==> config.mk <==
export PLATFORM = sky130hd
export DESIGN_NAME = bma_ram
export DESIGN_NICKNAME = d
export VERILOG_FILES = /design/src/sv/bma_ram.sv
export SDC_FILE = /design/constraint.sdc
export NUM_CORES = 1
export LEC_CHECK = 0
export ABC_CLOCK_PERIOD_IN_PS = 4100
export BUFFER_PORTS_ARGS = -buffer_cell sky130_fd_sc_hd__buf_2
export CAP_MARGIN = 20
export CORE_MARGIN = 1.5
export CORE_UTILIZATION = 65
export CTS_BUF_LIST = sky130_fd_sc_hd__clkbuf_16
export DETAILED_ROUTE_END_ITERATION = 6
export PLACE_DENSITY_LB_ADDON = 0.2
export SYNTH_ARGS = -nofsm -noshare
export SYNTH_HDL_FRONTEND = slang
export SYNTH_SLANG_ARGS = --single-unit
==> constraint.sdc <==
create_clock -name clock -period 4.1 [get_ports clock]
set_input_delay 0.615 -clock clock [delete_from_list [all_inputs] [get_ports clock]]
set_output_delay 0.615 -clock clock [all_outputs]
set_load 0.01 [all_outputs]
==> src/sv/bma_ram.sv <==
// Generic simple dual-port RAM with registered read.
`timescale 1ns / 1ps
`default_nettype none
module bma_ram #(
   parameter int WIDTH = 8,
   parameter int DEPTH = 16
) (
   input  wire logic                     clock,
   input  wire logic                     we,
   input  wire logic [$clog2(DEPTH)-1:0] waddr,
   input  wire logic [WIDTH-1:0]         wdata,
   input  wire logic [$clog2(DEPTH)-1:0] raddr,
   output logic      [WIDTH-1:0]         rdata
);
   logic [WIDTH-1:0] mem [DEPTH];

   always_ff @(posedge clock) begin
      if (we) mem[waddr] <= wdata;
      rdata <= mem[raddr];
   end
endmodule
`default_nettype wire
==> out/qor.yml, run 1 <==
cells_and_area:
  seq_area_sq_um: 4004
  drive_gt1_share_pct: 27.70
  diodes: 0
  final_net_count: 283
  multi_input_area_sq_um: 1067
  areaGrowthSynthToFinish_pct: 14.58
  fillers: 424
  finish.utilization_pct: 76.73
sta:
  rsz0062_at_grt: "false"
  setup_viol: 0
  period_needed_ns: 2.204
  setup_tns_ns: 0
  fmax_ghz: 0.4537
  fin_crit_sh_pct: 53.76
  finClkSkew_ns: 0.007968
  maxSlewViolCount: 0
  hold_violations: 0
  slew_headroom_pct: 29.47
  tightest_slew_ns: 1.058
  setup_slack_ns: 1.896
synthesis:
  synth.top_cells.by_area: "edfxtp_1 (75%), mux4_2 (7.9%), mux4_1 (7.1%)"
  syn_area_sq_um: 5147
  yosys.area.top_type: "edfxtp_1"
  synth_nets: 247
  syn_avg_cell_area_sq_um: 22.48
  synth_cell_types: 19
  synth.top_cell.area_share_pct: 74.67
  synth_edf_count: 128
  synth-seq-cells: 136
  ys.flop_type: "edfxtp_1"
  seq_area_frac_synth_pct: 77.78
  synthMostInstantiatedCell: "edfxtp_1"
  synthArstFlopShare_pct: 0
  ys_warn_count: 0
  synth_commonest_cells: "edfxtp_1 (128), mux4_2 (18), a22oi_1 (16)"
  synthCells: 229
clock_network:
  cts_tree: "built"
  path_clk_slew_ns: 0.06
  cts_setup_buffers: 0
  cts_buffer_depth: 2
  cts_root_buf: "clkbuf_16"
  cts-buffers-inserted: 17
  holdBufCountCts: 0
  clk_latency_ns: 0.41
  cts_resized: 0
  clock-sinks: 136
  htreeDepth: 4
die:
  die_h_microns: 91.99
  dieWidth_microns: 91.99
  die_area_sq_um: 8462
  initial_utilization_pct: 66.96
  coreArea_sq_um: 7687
  ios: 26
  num_rows: 32
worst_setup_path:
  endpoint: "rdata[3]$_DFF_P_"
  path_buf_inv: 1
  critPathLaunch: "raddr[0]"
  arrival_ns: 2.48
  r2r_start: "mem[1][2]$_DFFE_PP_"
  rrSetupSlack_ns: 2.69
  cp_cell_sequence: "buf_2 > mux4_1 > a22oi_1 > nand2_1"
  ff2ff_path_depth: 3
  cpMaxStageDelayCell: "buf_2"
  cp.depth: 4
  crit_path_max_fanout: 32
  path_class: "in -> reg"
  cp.required_ns: 4.38
  crit_path_start_kind: "primary input"
  rr_endpoint: "rdata[2]$_DFF_P_"
  critical-path-top-delay-family: "buffers and inverters"
  endpoint_kind: "register"
  max_stage_delay_ns: 0.77
global_routing:
  grt_max_degree: 33
  grt_pass1_wl_mm: 15.30
  grt_pass1_vias: 2523
  antenna_found_initial: 0
  track_usage_pct: 26.87
  grt-ovfl-total: 0
route:
  num_vias: 2456
  routed_wirelength_mm: 10.23
  via_per_inst: 6.463
  drt_iter0_markers: 265
  drtAntennaViolNets: 0
  drcViolationCount: 0
  wire_per_inst_microns: 26.92
  firstDrtPassIters: 4
power:
  leakage_nw: 1.978
  worst_ir_drop_vdd_mv: 0.3168
  p_per_area_nw_per_um2: 532.3
placement:
  dp_hpwl_mm: 5.938
  pre_cts_slack_ns: 1.502
  gp_congestion: 0.7828
  port-buffer-count: 25
outcome:
  status: "complete, no violations"
min_path:
  hold_class: "in -> reg"
job:
  maxCapViolCount: 0
-- layout by cell type (no fill, tap or decap) --
cell type / Yosys / routed
a22oi_1: 16 / 16
and2_1: 1 / 1
and2b_1: 1 / 1
buf_2: 3 / 26
buf_4: 1 / 1
bufinv_16: 0 / 2
clkbuf_16: 0 / 17
clkinv_1: 0 / 3
clkinv_2: 0 / 5
clkinv_4: 0 / 2
clkinvlp_4: 0 / 3
dfxtp_1: 8 / 8
edfxtp_1: 128 / 128
mux4_1: 14 / 14
mux4_2: 18 / 18
nand2_1: 9 / 9
nand2b_1: 2 / 2
nand3_1: 1 / 1
nand3b_1: 2 / 2
nor2_1: 13 / 13
nor2b_1: 1 / 1
nor3_1: 4 / 2
nor3_2: 0 / 2
or3b_2: 1 / 1
-- power breakdown --
group          internal (W)  switching, W  total (W)  leakage [nW]
clock network      0.000883      0.000550    0.00143         0.271
registers           0.00156     0.0000122    0.00157          1.22
logic             0.0000556     0.0000837   0.000139         0.483
-- stage by stage --
step | hold WS (ns) | total power, W | area [sq um] | std cells
after CTS | 0.5847 | 0.003149 | 5898 | 380
after detailed placement | 0.6649 | 0.001733 | 5336 | 348
after floorplan | 0.6293 | 0.001673 | 5147 | 229
final | 0.5893 | 0.003140 | 5898 | 380
after global routing | 0.5940 | 0.003217 | 5898 | 380
after global placement | 0.6530 | 0.001726 | 5331 | 347
-- routing by layer --
| layer | vias up | wire, microns | global-route usage [%] |
|---|---|---|---|
| met3 | 9 | 710 | 5.638 |
| met2 | 128 | 5006 | 39.44 |
| met1 | 1274 | 4374 | 40.54 |
| li1 | 1045 | - | - |
| met5 | - | 0 | 0 |
| met4 | 0 | 136 | 10.90 |
-- cell type report --
class | instances | share of cell area (%)
flip-flops and latches | 136 | 67.88
multi-input cells | 83 | 18.09
clock buffers | 17 | 7.213
repair buffers | 27 | 2.333
clock inverters | 15 | 2.312
well taps | 102 | 2.164
-- worst min path at each step --
stage / start / to / cells after the start
final: wdata[5] / mem[3][5]$_DFFE_PP_ / 1
after global routing: wdata[4] / mem[4][4]$_DFFE_PP_ / 1
after CTS: wdata[4] / mem[4][4]$_DFFE_PP_ / 1
after detailed placement: mem[14][1]$_DFFE_PP_ / rdata[1]$_DFF_P_ / 3
after global placement: mem[11][5]$_DFFE_PP_ / rdata[5]$_DFF_P_ / 3
after floorplan: mem[7][0]$_DFFE_PP_ / rdata[0]$_DFF_P_ / 3
-- sequential cells by signal, indices dropped and copies added (netlist names) --
register and flops:
mem 128, rdata 8
-- logic make-up after synthesis --
logic type,synth area share [%]
compound gates,2.334
buf+inv,1.677
flops,77.78
mux,15.02
simple gates,3.184
Note: power is estimated with default switching activity, not from simulation.
==> inputs of run 2 (changes only) <==
--- a/config.mk
+++ b/config.mk
@@ -5,11 +5,11 @@
 export SDC_FILE = /design/constraint.sdc
 export NUM_CORES = 1
 export LEC_CHECK = 0
-export ABC_CLOCK_PERIOD_IN_PS = 4100
+export ABC_CLOCK_PERIOD_IN_PS = 1870
 export BUFFER_PORTS_ARGS = -buffer_cell sky130_fd_sc_hd__buf_2
 export CAP_MARGIN = 20
 export CORE_MARGIN = 1.5
-export CORE_UTILIZATION = 65
+export CORE_UTILIZATION = 54
 export CTS_BUF_LIST = sky130_fd_sc_hd__clkbuf_16
 export DETAILED_ROUTE_END_ITERATION = 6
 export PLACE_DENSITY_LB_ADDON = 0.2
==> constraint.sdc (replaced) <==
create_clock -name clock -period 1.87 [get_ports clock]
set_input_delay 0.2805 -clock clock [delete_from_list [all_inputs] [get_ports clock]]
set_output_delay 0.2805 -clock clock [all_outputs]
set_load 0.01 [all_outputs]
==> run 2 against run 1 <==
Against the previous run: sequential cell count stayed put; cell area is 4.6% higher; clock skew is 0.00068 ns lower; critical path type is now reg -> reg; first-iteration DRC count is 16% lower; sequential power is 120% higher; critical path depth is 1 lower; worst setup slack worse by 1.6 ns; largest cell class unchanged; non-clock buffer count is 23 higher; clock power is 140% higher; via count is 3.2% higher.
==> out/qor.yml, run 2 (same netlist as run 1, synthesis figures left out) <==
outcome:
  status: "complete, no violations"
route:
  drtAntennaViolNets: 0
  firstDrtPassIters: 5
  via_per_inst: 5.893
  num_vias: 2534
  drcViolationCount: 0
  routed_wirelength_mm: 10.57
  drt_iter0_markers: 223
  wire_per_inst_microns: 24.59
cells_and_area:
  multi_input_area_sq_um: 1057
  finish.utilization_pct: 66.78
  fillers: 583
  final_net_count: 306
  seq_area_sq_um: 4004
  largest-register: "mem"
  diodes: 0
  areaGrowthSynthToFinish_pct: 19.88
  fin_cells: 430
  drive_gt1_share_pct: 32.56
  mostFrequentLayoutCells: "edfxtp_1 (128), buf_2 (25), buf_4 (23)"
  largest_register_ffs: 128
  reg_top3: "mem: 128 flops, rdata: 8 flops"
  layout_commonest_cell: "edfxtp_1"
sta:
  finClkSkew_ns: 0.007286
  fin_crit_sh_pct: 82.18
  fmax_ghz: 0.6507
  hold_violations: 0
  tightest_slew_ns: 0.4481
  holdWs_ns: 0.2509
  setup_slack_ns: 0.3332
  setup_viol: 0
  slew_headroom_pct: 70.13
  maxSlewViolCount: 0
  period_needed_ns: 1.537
  setup_tns_ns: 0
  rsz0062_at_grt: "false"
power:
  p_sw_share_pct: 19.74
  leakage_nw: 2.141
  p_per_area_nw_per_um2: 1164
  p_comb_share_pct: 4.6
  p_clk_share_pct: 47.6
  power.internal_w: 0.005766
  worst_ir_drop_vdd_mv: 0.8105
  power_switching_w: 0.001418
  seqPwrFrac_pct: 47.8
worst_setup_path:
  path_class: "reg -> reg"
  arrival_ns: 1.80
  cp_cell_sequence: "mux4_1 > a22oi_1 > nand2_1"
  crit_path_max_fanout: 1
  max_stage_delay_ns: 0.50
  critPathLaunch: "mem[9][4]$_DFFE_PP_"
  cpMaxStageDelayCell: "mux4_1"
  endpoint_kind: "register"
  crit_path_start_kind: "register"
  path_buf_inv: 0
  critical-path-top-delay-family: "multiplexers"
  r2r_start: "mem[9][4]$_DFFE_PP_"
  cp.required_ns: 2.14
clock_network:
  cts_resized: 0
  clk_latency_ns: 0.41
  htreeDepth: 4
  clock-sinks: 136
  holdBufCountCts: 0
  cts_buffer_depth: 2
  cts_root_buf: "clkbuf_16"
  cts_tree: "built"
  cts-buffers-inserted: 17
  cts_setup_buffers: 0
  path_clk_slew_ns: 0.06
die:
  die_h_microns: 100.6
  initial_utilization_pct: 55.71
  dieWidth_microns: 100.6
  coreArea_sq_um: 9240
  ios: 26
  num_rows: 35
  die_area_sq_um: 10130
global_routing:
  grt_max_degree: 33
  track_usage_pct: 23.42
  antenna_found_initial: 0
  grt_pass1_vias: 2564
  grt-ovfl-total: 0
  grt_pass1_wl_mm: 15.85
min_path:
  hold_class: "in -> reg"
  worstHoldStart: "wdata[5]"
placement:
  port-buffer-count: 25
  dp.cells: 398
  dp_hpwl_mm: 6.425
  pre_cts_slack_ns: 0.02195
  gp_congestion: 0.7849
job:
  maxCapViolCount: 0
[run 2: cell type report]
type	instances	area share (%)
flip-flops and latches	136	64.88
repair buffers	50	5.474
clock inverters	15	3.001
multi-input cells	83	17.13
clock buffers	17	6.894
well taps	129	2.616
[run 2: metal layers]
| metal | track usage (%) | vias up | wire, microns | share of wire, % |
|---|---|---|---|---|
| met5 | 0 | - | 0 | 0 |
| met4 | 7.692 | 0 | 197 | 1.9 |
| met3 | 5.964 | 15 | 828 | 7.8 |
| met2 | 36.12 | 121 | 5184 | 49 |
| met1 | 33.35 | 1302 | 4364 | 41 |
| li1 | - | 1096 | - | - |
[run 2: metrics by stage]
stage          cell area (sq um)  total power, W
3_3_place_gp                5560        0.003818
5_1_grt                     6171        0.007379
6_report                    6171        0.007184
2_1_floorplan               5147        0.003668
3_5_place_dp                5560        0.003829
4_1_cts                     6171        0.007228
[run 2: worst paths after layout]
| kind | to | slack (ns) | depth (start not counted) |
|---|---|---|---|
| worst min register to register | rdata[0]$_DFF_P_ | 0.67 | 3 |
| worst max register to register | rdata[4]$_DFF_P_ | 0.33 | 3 |
| worst min-delay path | mem[6][5]$_DFFE_PP_ | 0.25 | 1 |
| worst max-delay path | rdata[4]$_DFF_P_ | 0.33 | 3 |
[run 2: power groups by stage]
stage               clock network, W  logic (W)  registers [W]
floorplan                          0   0.000173        0.00350
global placement                   0   0.000326        0.00349
detailed placement                 0   0.000334        0.00349
CTS                          0.00346   0.000338        0.00343
global route                 0.00358   0.000360        0.00344
finish                       0.00342   0.000333        0.00343
